### config.mk
export PLATFORM = sky130hd
export DESIGN_NAME = event_jet_met_selector
export DESIGN_NICKNAME = d
export VERILOG_FILES = /design/src/design/ejms_pkg.sv /design/src/design/event_jet_met_selector.sv
export SDC_FILE = /design/constraint.sdc
export NUM_CORES = 1
export LEC_CHECK = 0
export ABC_AREA = 0
export BUFFER_PORTS_ARGS = -buffer_cell sky130_fd_sc_hd__buf_2
export CAP_MARGIN = 20
export CORE_AREA = 2 2 236 238
export DETAILED_ROUTE_END_ITERATION = 10
export DIE_AREA = 0 0 238 240
export GPL_TIMING_DRIVEN = 0
export SYNTH_ARGS = -nofsm -noshare
export SYNTH_HDL_FRONTEND = slang
export SYNTH_SLANG_ARGS = --single-unit
### constraint.sdc
create_clock -name clk -period 5.4 [get_ports clk]
set_clock_uncertainty 0.1 [all_clocks]
set_input_delay 0.27 -clock clk [delete_from_list [all_inputs] [get_ports clk]]
set_output_delay 0.27 -clock clk [all_outputs]
set_load 0.05 [all_outputs]
### src/design/ejms_pkg.sv
// ----------------------------------------------------------------------------
// ejms_pkg
// Types, codes and reset values of the event jet and MET selector.
// ----------------------------------------------------------------------------
package ejms_pkg;

  localparam int ANGLE_BITS_DEF = 12;

  localparam int PT_W    = 16;
  localparam int ETA_W   = 12;
  localparam int PHI_W   = 12;
  localparam int ETAC_W  = 11;
  localparam int CNT_W   = 8;
  localparam int OANG_W  = 12;
  localparam int CFG_W   = 16;
  localparam int CIDX_W  = 3;
  localparam int IN_DW   = 48;
  localparam int OUT_DW  = 112;

  typedef enum logic [1:0] {
    ACT_HEADER   = 2'd0,
    ACT_ELECTRON = 2'd1,
    ACT_MUON     = 2'd2,
    ACT_JET      = 2'd3
  } action_t;

  typedef enum logic [1:0] {
    STAGE_ALL     = 2'd0,
    STAGE_NO_LEP  = 2'd1,
    STAGE_MIN_ANG = 2'd2,
    STAGE_MET     = 2'd3
  } stage_t;

  typedef enum logic [CIDX_W-1:0] {
    REG_LEPTON_PT_MIN  = 3'd0,
    REG_LEPTON_ETA_MAX = 3'd1,
    REG_JET_PT_MIN     = 3'd2,
    REG_JET_ETA_MAX    = 3'd3,
    REG_BJET_ETA_MAX   = 3'd4,
    REG_DPHI_JET_LIMIT = 3'd5,
    REG_MIN_ANGLE_CUT  = 3'd6,
    REG_MET_CUT        = 3'd7
  } cfg_index_t;

  localparam logic [PT_W-1:0]   LEPTON_PT_MIN_RST  = 16'd40;
  localparam logic [ETAC_W-1:0] LEPTON_ETA_MAX_RST = 11'd640;
  localparam logic [PT_W-1:0]   JET_PT_MIN_RST     = 16'd120;
  localparam logic [ETAC_W-1:0] JET_ETA_MAX_RST    = 11'd1024;
  localparam logic [ETAC_W-1:0] BJET_ETA_MAX_RST   = 11'd614;
  localparam logic [CNT_W-1:0]  DPHI_JET_LIMIT_RST = 8'd6;
  localparam logic [OANG_W-1:0] MIN_ANGLE_CUT_RST  = 12'd652;
  localparam logic [PT_W-1:0]   MET_CUT_RST        = 16'd800;

  localparam logic [OANG_W-1:0] NO_ANGLE = 12'hFFF;
  localparam logic [CNT_W-1:0]  CNT_MAX  = 8'hFF;

endpackage

### src/design/event_jet_met_selector.sv
// ----------------------------------------------------------------------------
// event_jet_met_selector
// Counts leptons, jets and b-jets of each event and emits one summary item.
// ----------------------------------------------------------------------------
// The slave stream carries objects: a header item with MET and its angle opens
// an event, electron, muon and jet items follow, and the item with tlast set
// closes it. The object kind travels in s_tuser. For every closing item one
// summary item leaves on the master stream; other items produce nothing.
// Cuts are to be set through the write port only while the block is idle;
// the block itself does not enforce it. An accepted item is held in the
// input register; when it advances, it updates the event accumulators and,
// when it closes the event, loads the result register that drives m_tvalid.
// One item is taken every cycle unless a closing item waits for the receiver;
// the rate is set by the single update of the accumulators per cycle.
// When the receiver stalls, items without tlast still flow; a closing item
// waits in the input register until the held summary is taken.
// Reset restores the default cuts, clears MET and the counts and leading jets,
// sets both angle accumulators to NO_ANGLE and empties both registers.
// ----------------------------------------------------------------------------
module event_jet_met_selector
  import ejms_pkg::*;
#(
  parameter int ANGLE_BITS = ANGLE_BITS_DEF
) (
  input  logic                 clk,
  input  logic                 rst,
  // tdata: pt[15:0], eta[27:16], phi[39:28], btag[40], zero fill
  input  logic [IN_DW-1:0]     s_tdata,
  // tuser: action[1:0]
  input  logic [1:0]           s_tuser,
  input  logic                 s_tlast,
  input  logic                 s_tvalid,
  output logic                 s_tready,
  // tdata: lepton_count[7:0], jet_count[15:8], bjet_count[23:16],
  // min_angle[35:24], lead_jet_pt[51:36], lead_jet_eta[63:52],
  // lead_bjet_pt[79:64], lead_bjet_eta[91:80], bjet_dphi[103:92],
  // stage_passed[105:104], zero fill
  output logic [OUT_DW-1:0]    m_tdata,
  output logic                 m_tvalid,
  input  logic                 m_tready,
  input  logic                 cfg_wen,
  input  logic [CIDX_W-1:0]    cfg_index,
  input  logic [CFG_W-1:0]     cfg_data
);

  localparam int AW  = (ANGLE_BITS > OANG_W) ? ANGLE_BITS : OANG_W;
  localparam int EXT = ANGLE_BITS + PHI_W;
  localparam logic [AW-1:0] NO_ANG_W = AW'(NO_ANGLE);

  logic [PT_W-1:0]   lepton_pt_min;
  logic [ETAC_W-1:0] lepton_eta_max;
  logic [PT_W-1:0]   jet_pt_min;
  logic [ETAC_W-1:0] jet_eta_max;
  logic [ETAC_W-1:0] bjet_eta_max;
  logic [CNT_W-1:0]  dphi_jet_limit;
  logic [OANG_W-1:0] min_angle_cut;
  logic [PT_W-1:0]   met_cut;

  logic              in_valid;
  action_t           in_action;
  logic [PT_W-1:0]   in_pt;
  logic [ETA_W-1:0]  in_eta;
  logic [PHI_W-1:0]  in_phi;
  logic              in_btag;
  logic              in_last;
  logic              advance;

  logic [PT_W-1:0]   met_value, met_value_next;
  logic [PHI_W-1:0]  met_angle, met_angle_next;
  logic [CNT_W-1:0]  lepton_tally, lepton_tally_next;
  logic [CNT_W-1:0]  jet_tally, jet_tally_next;
  logic [CNT_W-1:0]  bjet_tally, bjet_tally_next;
  logic [AW-1:0]     smallest_angle, smallest_angle_next;
  logic [PT_W-1:0]   first_jet_pt, first_jet_pt_next;
  logic [ETA_W-1:0]  first_jet_eta, first_jet_eta_next;
  logic [PT_W-1:0]   first_bjet_pt, first_bjet_pt_next;
  logic [ETA_W-1:0]  first_bjet_eta, first_bjet_eta_next;
  logic [AW-1:0]     recent_bjet_angle, recent_bjet_angle_next;

  logic [ETA_W-1:0]      abs_eta;
  logic                  lep_ok, jet_ok, bjet_ok;
  logic [EXT-1:0]        phi_diff;
  logic [ANGLE_BITS-1:0] d_raw, d_mag;
  logic [AW-1:0]         angle;
  stage_t                stage;

  assign advance  = in_valid && (!in_last || !m_tvalid || m_tready);
  assign s_tready = !in_valid || advance;

  always_ff @(posedge clk) begin
    if (rst) begin
      lepton_pt_min  <= LEPTON_PT_MIN_RST;
      lepton_eta_max <= LEPTON_ETA_MAX_RST;
      jet_pt_min     <= JET_PT_MIN_RST;
      jet_eta_max    <= JET_ETA_MAX_RST;
      bjet_eta_max   <= BJET_ETA_MAX_RST;
      dphi_jet_limit <= DPHI_JET_LIMIT_RST;
      min_angle_cut  <= MIN_ANGLE_CUT_RST;
      met_cut        <= MET_CUT_RST;
    end else if (cfg_wen) begin
      unique case (cfg_index_t'(cfg_index))
        REG_LEPTON_PT_MIN:  lepton_pt_min  <= cfg_data;
        REG_LEPTON_ETA_MAX: lepton_eta_max <= cfg_data[ETAC_W-1:0];
        REG_JET_PT_MIN:     jet_pt_min     <= cfg_data;
        REG_JET_ETA_MAX:    jet_eta_max    <= cfg_data[ETAC_W-1:0];
        REG_BJET_ETA_MAX:   bjet_eta_max   <= cfg_data[ETAC_W-1:0];
        REG_DPHI_JET_LIMIT: dphi_jet_limit <= cfg_data[CNT_W-1:0];
        REG_MIN_ANGLE_CUT:  min_angle_cut  <= cfg_data[OANG_W-1:0];
        REG_MET_CUT:        met_cut        <= cfg_data;
        default: ;
      endcase
    end
  end

  always_ff @(posedge clk) begin
    if (rst) begin
      in_valid <= 1'b0;
    end else if (s_tready) begin
      in_valid <= s_tvalid;
    end
  end

  always_ff @(posedge clk) begin
    if (s_tready && s_tvalid) begin
      in_action <= action_t'(s_tuser);
      in_pt     <= s_tdata[15:0];
      in_eta    <= s_tdata[27:16];
      in_phi    <= s_tdata[39:28];
      in_btag   <= s_tdata[40];
      in_last   <= s_tlast;
    end
  end

  assign abs_eta = in_eta[ETA_W-1] ? (~in_eta + 12'd1) : in_eta;
  assign lep_ok  = (in_pt > lepton_pt_min) && (abs_eta < ETA_W'(lepton_eta_max));
  assign jet_ok  = (abs_eta < ETA_W'(jet_eta_max)) && (in_pt > jet_pt_min);
  assign bjet_ok = jet_ok && (abs_eta < ETA_W'(bjet_eta_max)) && in_btag;

  assign phi_diff = {{ANGLE_BITS{in_phi[PHI_W-1]}}, in_phi}
                  - {{ANGLE_BITS{met_angle[PHI_W-1]}}, met_angle};
  assign d_raw    = phi_diff[ANGLE_BITS-1:0];
  assign d_mag    = (!d_raw[ANGLE_BITS-1] || (d_raw[ANGLE_BITS-2:0] == '0))
                  ? d_raw : (~d_raw + 1'b1);
  assign angle    = AW'(d_mag);

  always_comb begin
    met_value_next         = met_value;
    met_angle_next         = met_angle;
    lepton_tally_next      = lepton_tally;
    jet_tally_next         = jet_tally;
    bjet_tally_next        = bjet_tally;
    smallest_angle_next    = smallest_angle;
    first_jet_pt_next      = first_jet_pt;
    first_jet_eta_next     = first_jet_eta;
    first_bjet_pt_next     = first_bjet_pt;
    first_bjet_eta_next    = first_bjet_eta;
    recent_bjet_angle_next = recent_bjet_angle;
    unique case (in_action)
      ACT_HEADER: begin
        met_value_next         = in_pt;
        met_angle_next         = in_phi;
        lepton_tally_next      = '0;
        jet_tally_next         = '0;
        bjet_tally_next        = '0;
        smallest_angle_next    = NO_ANG_W;
        first_jet_pt_next      = '0;
        first_jet_eta_next     = '0;
        first_bjet_pt_next     = '0;
        first_bjet_eta_next    = '0;
        recent_bjet_angle_next = NO_ANG_W;
      end
      ACT_ELECTRON, ACT_MUON: begin
        if (lep_ok && (lepton_tally != CNT_MAX)) begin
          lepton_tally_next = lepton_tally + 1'b1;
        end
      end
      ACT_JET: begin
        if (jet_ok) begin
          if ((jet_tally < dphi_jet_limit) && (angle < smallest_angle)) begin
            smallest_angle_next = angle;
          end
          if (jet_tally == '0) begin
            first_jet_pt_next  = in_pt;
            first_jet_eta_next = in_eta;
          end
          if (jet_tally != CNT_MAX) begin
            jet_tally_next = jet_tally + 1'b1;
          end
          if (bjet_ok) begin
            if (bjet_tally == '0) begin
              first_bjet_pt_next  = in_pt;
              first_bjet_eta_next = in_eta;
            end
            if (bjet_tally != CNT_MAX) begin
              bjet_tally_next = bjet_tally + 1'b1;
            end
            recent_bjet_angle_next = angle;
          end
        end
      end
      default: ;
    endcase
  end

  always_comb begin
    priority if (lepton_tally_next != '0) begin
      stage = STAGE_ALL;
    end else if (smallest_angle_next <= AW'(min_angle_cut)) begin
      stage = STAGE_NO_LEP;
    end else if (met_value_next <= met_cut) begin
      stage = STAGE_MIN_ANG;
    end else begin
      stage = STAGE_MET;
    end
  end

  always_ff @(posedge clk) begin
    if (rst) begin
      met_value         <= '0;
      met_angle         <= '0;
      lepton_tally      <= '0;
      jet_tally         <= '0;
      bjet_tally        <= '0;
      smallest_angle    <= NO_ANG_W;
      first_jet_pt      <= '0;
      first_jet_eta     <= '0;
      first_bjet_pt     <= '0;
      first_bjet_eta    <= '0;
      recent_bjet_angle <= NO_ANG_W;
    end else if (advance) begin
      met_value <= met_value_next;
      met_angle <= met_angle_next;
      if (in_last) begin
        lepton_tally      <= '0;
        jet_tally         <= '0;
        bjet_tally        <= '0;
        smallest_angle    <= NO_ANG_W;
        first_jet_pt      <= '0;
        first_jet_eta     <= '0;
        first_bjet_pt     <= '0;
        first_bjet_eta    <= '0;
        recent_bjet_angle <= NO_ANG_W;
      end else begin
        lepton_tally      <= lepton_tally_next;
        jet_tally         <= jet_tally_next;
        bjet_tally        <= bjet_tally_next;
        smallest_angle    <= smallest_angle_next;
        first_jet_pt      <= first_jet_pt_next;
        first_jet_eta     <= first_jet_eta_next;
        first_bjet_pt     <= first_bjet_pt_next;
        first_bjet_eta    <= first_bjet_eta_next;
        recent_bjet_angle <= recent_bjet_angle_next;
      end
    end
  end

  always_ff @(posedge clk) begin
    if (rst) begin
      m_tvalid <= 1'b0;
    end else if (advance && in_last) begin
      m_tvalid <= 1'b1;
    end else if (m_tready) begin
      m_tvalid <= 1'b0;
    end
  end

  always_ff @(posedge clk) begin
    if (advance && in_last) begin
      m_tdata <= {6'd0,
                  stage,
                  recent_bjet_angle_next[OANG_W-1:0],
                  first_bjet_eta_next,
                  first_bjet_pt_next,
                  first_jet_eta_next,
                  first_jet_pt_next,
                  smallest_angle_next[OANG_W-1:0],
                  bjet_tally_next,
                  jet_tally_next,
                  lepton_tally_next};
    end
  end

endmodule
==> impl_metrics.csv <==
group,metric,value,unit
run_status,status,"finished with violations",
run_status,violations,"negative setup slack",
global_route,grt_pass1_vias,15492,
clocking,cts_sinks,385,
global_route,gr-usage-met2,33.6,%
logic_synthesis,synth_area,18900,sq um
clocking,htreeDepth,2,
cells_and_area,layout_commonest_cell,"nand2_1",
power_and_ir_drop,power_density,309,nW/um^2
critical_path,r2r_start,"in_phi[2]",
cells_and_area,fin_util,43.4,%
flow_run,drv_cap,0,
cells_and_area,mostFrequentLayoutCells,"nand2_1 (309), dfxtp_1 (235), a21oi_1 (183)",
global_route,antenna_found_initial,5,
cells_and_area,final_area,23700,sq um
route,drcViolationCount,0,
timing,finalSetupViolations,2,
logic_synthesis,avgSynthCellArea,9.61,sq um
logic_synthesis,synthCells,1963,
cells_and_area,areaGrowthSynthToFinish,25.8,%
clocking,clockBufferDepth,3,
route,totalWireLength,59600,microns
global_route,grt_usage,20.1,%
logic_synthesis,synth_area_leader_cell,"dfxtp_1",
global_route,grt_pass1_wl,89100,microns
logic_synthesis,synth_seq_area_share,48.8,%
logic_synthesis,synth_top_family_by_area,"compound AO/OA/AOI/OAI gates",
place,gp_congestion,0.903,
logic_synthesis,synth_seq_cells,385,
logic_synthesis,async_flop_share,0,%
route,wl_per_cell,19.7,microns
cells_and_area,drive_above_1_share,18.7,%
power_and_ir_drop,p_leak,9.30,nW
cells_and_area,fillers,5257,
floorplan,io_pins,189,
timing,fmax,167,MHz
route,drt_iter0_drc,1196,
clocking,cts_tree,"built",
logic_synthesis,ys.flop_type,"dfxtp_1",
min_path,hold_end,"min_angle_cut[0]",
timing,holdWs,0.0235,ns
timing,min_period_over_period,111,%
clocking,cts_made_buffers,43,
logic_synthesis,synth-adder-area-share,8.60,%
timing,worst_slew_pin_slew,1.20,ns
global_route,grt_max_degree,58,
place,port_buffers,165,
power_and_ir_drop,power,7.33,mW
floorplan,core_region_area,54700,sq um
route,viasPerCell,5.38,
logic_synthesis,synth_compound_area_share,19.7,%
route,vias,16275,
logic_synthesis,synth_top_area_share,24.9,%
place,place_area,20800,sq um
place,hpwl,41900,microns
power_and_ir_drop,peakVddDrop,187,uV
timing,slew_headroom,19.5,%
critical_path,crit_required,5.61,ns
logic_synthesis,synth-simple-area-share,14.8,%
global_route,grt_busiest_layer,"met2",
critical_path,critPathLaunch,"in_phi[2]",
critical_path,cp_max_fo,5,
critical_path,rr_worst_depth,26,
cells_and_area,layout.nets,2489,
logic_synthesis,synth_cell_type_count,90,
route,detail-route-antenna-nets,0,
critical_path,r2r_setup_slack,-0.60,ns
global_route,use_met3,3.15,%
critical_path,cp.arrival,6.20,ns
critical_path,rr_endpoint,"m_tdata[104]",
floorplan,dieArea,57100,sq um
logic_synthesis,synth_edf_count,150,
logic_synthesis,synth-xor-area-share,1.16,%
min_path,hold_depth,3,
critical_path,crit_path_start_kind,"flop",
min_path,min-delay-path-class,"input pin to flop",
critical_path,cp-end-kind,"flop",
logic_synthesis,muxShareOfSynthArea,1.49,%
clocking,clk_latency,0.61,ns
clocking,cts_root_buf,"clkbuf_16",
logic_synthesis,ys_warn_count,0,
min_path,hold_path_startpoint,"cfg_data[0]",
timing,grt_setup_unrepaired,"yes",
global_route,global_route.overflow_total,0,
timing,slew_violations,0,
timing,finalHoldViolations,0,
floorplan,fp-row-count,86,
logic_synthesis,synthTopCellsByArea,"dfxtp_1 (25%), edfxtp_1 (24%), ha_1 (8.5%)",
floorplan,die_h,240,microns
clocking,clkTransAtPathRegs,0.06,ns
critical_path,path_class,"flop to flop",
route,first_pass_iters,5,
global_route,grt_use_met1,26.3,%
floorplan,initial_core_util,34.5,%
floorplan,die_x,238,microns
timing,min_period,6.00,ns
timing,setup_ws,-0.596,ns
-- worst max-delay path by stage --
| stage | cells past startpoint | slack, ns | endpoint |
|---|---|---|---|
| after global routing | 26 | -0.81 | m_tdata[104] |
| after CTS | 25 | -0.63 | m_tdata[104] |
| after global placement | 25 | -1.58 | m_tdata[104] |
| after detailed placement | 25 | -1.51 | m_tdata[104] |
| final | 26 | -0.60 | m_tdata[104] |
| after floorplan | 25 | 0.02 | m_tdata[104] |
-- registers in the layout (all words and copies together), names as in the netlist, 11 cells and up --
signal and cells:
first_jet_eta 12, bjet_eta_max 11, lepton_eta_max 11, jet_eta_max 11, min_angle_cut 12, met_value 16
met_cut 16, first_bjet_eta 12, lepton_pt_min 16, m_tdata 106, jet_pt_min 16, in_phi 12
met_angle 12, first_jet_pt 16, recent_bjet_angle 12, in_pt 16, in_eta 12, first_bjet_pt 16
smallest_angle 12
-- worst max-delay path, stage by stage, from the launching register on --
cell	delay, ns
edfxtp_1	0.43
ha_4	0.33
nand3b_1	0.20
a2111oi_4	0.50
nor4_2	0.10
nor3b_2	0.26
nand4b_1	0.17
buf_6	0.14
o31ai_4	0.06
or2_4	0.27
ha_4	0.16
a21o_1	0.14
a31oi_1	0.18
o21ai_2	0.10
a2111oi_4	0.30
or3_4	0.22
a31oi_4	0.13
buf_8	0.20
a221o_1	0.38
ha_4	0.29
nand4_1	0.14
or2_4	0.31
o21ai_4	0.15
o22ai_4	0.09
buf_12	0.14
a21oi_4	0.15
nor3_2	0.07
-- final cells by class --
class,instances,area [sq um],area share [%]
clock buffers,63,1180,4.98
clock inverters,15,210,0.886
well taps,704,881,3.71
repair buffers,273,1850,7.80
plain buffers,109,526,2.21
diodes,3,7.51,0.0316
flip-flops and latches,385,9210,38.8
inverters,145,544,2.29
multi-input cells,1328,9320,39.3
-- metrics by stage --
stage | setup TNS (ns) | cells | worst slack, ns
global route | -1.58 | 3025 | -0.810
global placement | -33.04 | 2837 | -1.58
detailed placement | -8.72 | 2840 | -1.51
finish | -1.12 | 3025 | -0.596
floorplan | 0 | 1968 | 0.0222
CTS | -2.27 | 2989 | -0.631
-- metal layers --
layer	routed length (microns)	up-vias	share of wire [%]
li1	-	7755	-
met1	26000	7877	44
met2	28200	534	47
met3	3510	107	5.9
met4	1780	2	3.0
met5	16	-	0.027
-- what timing repair did --
action | CTS | global route
hold buffers | 57 | 0
hold endpoints to repair | 88 | 0
pin swaps | 36 | 40
gates cloned | 1 | 1
buffers inserted | 13 | 33
resized for setup | 43 | 61
endpoints found under the setup margin | 60 | 115
-- cells by family (layout without fill, tap and decap cells) --
group	Yosys count	after routing
fa+ha+maj	129	129
xor+xnor	25	25
mux	26	26
other cells	1	9
flops	385	385
simple gates	592	592
buf+inv	255	605
compound gates	550	550
-- report_power, final --
part	switching (mW)	leakage [nW]	total (mW)	internal [mW]
clock	1.26	0.675	2.95	1.68
sequential	0.0631	3.38	3.17	3.10
combinational	0.749	5.24	1.21	0.464
total	2.08	9.30	7.33	5.25
-- synth_stat cells, types with 17 or more instances --
library cell and number:
nand2_1 313, dfxtp_1 235, a21oi_1 193, edfxtp_1 150, inv_1 144, ha_1 128, a22o_1 94, o21ai_0 84
nor2_1 81, clkbuf_1 79, a221o_1 37, nand3_1 35, nand4_1 25, nor3_1 22, a21o_1 21, o211ai_1 21
a31oi_1 19, xnor2_1 18, nand2b_1 17
Power figures use the tool's default switching activity.
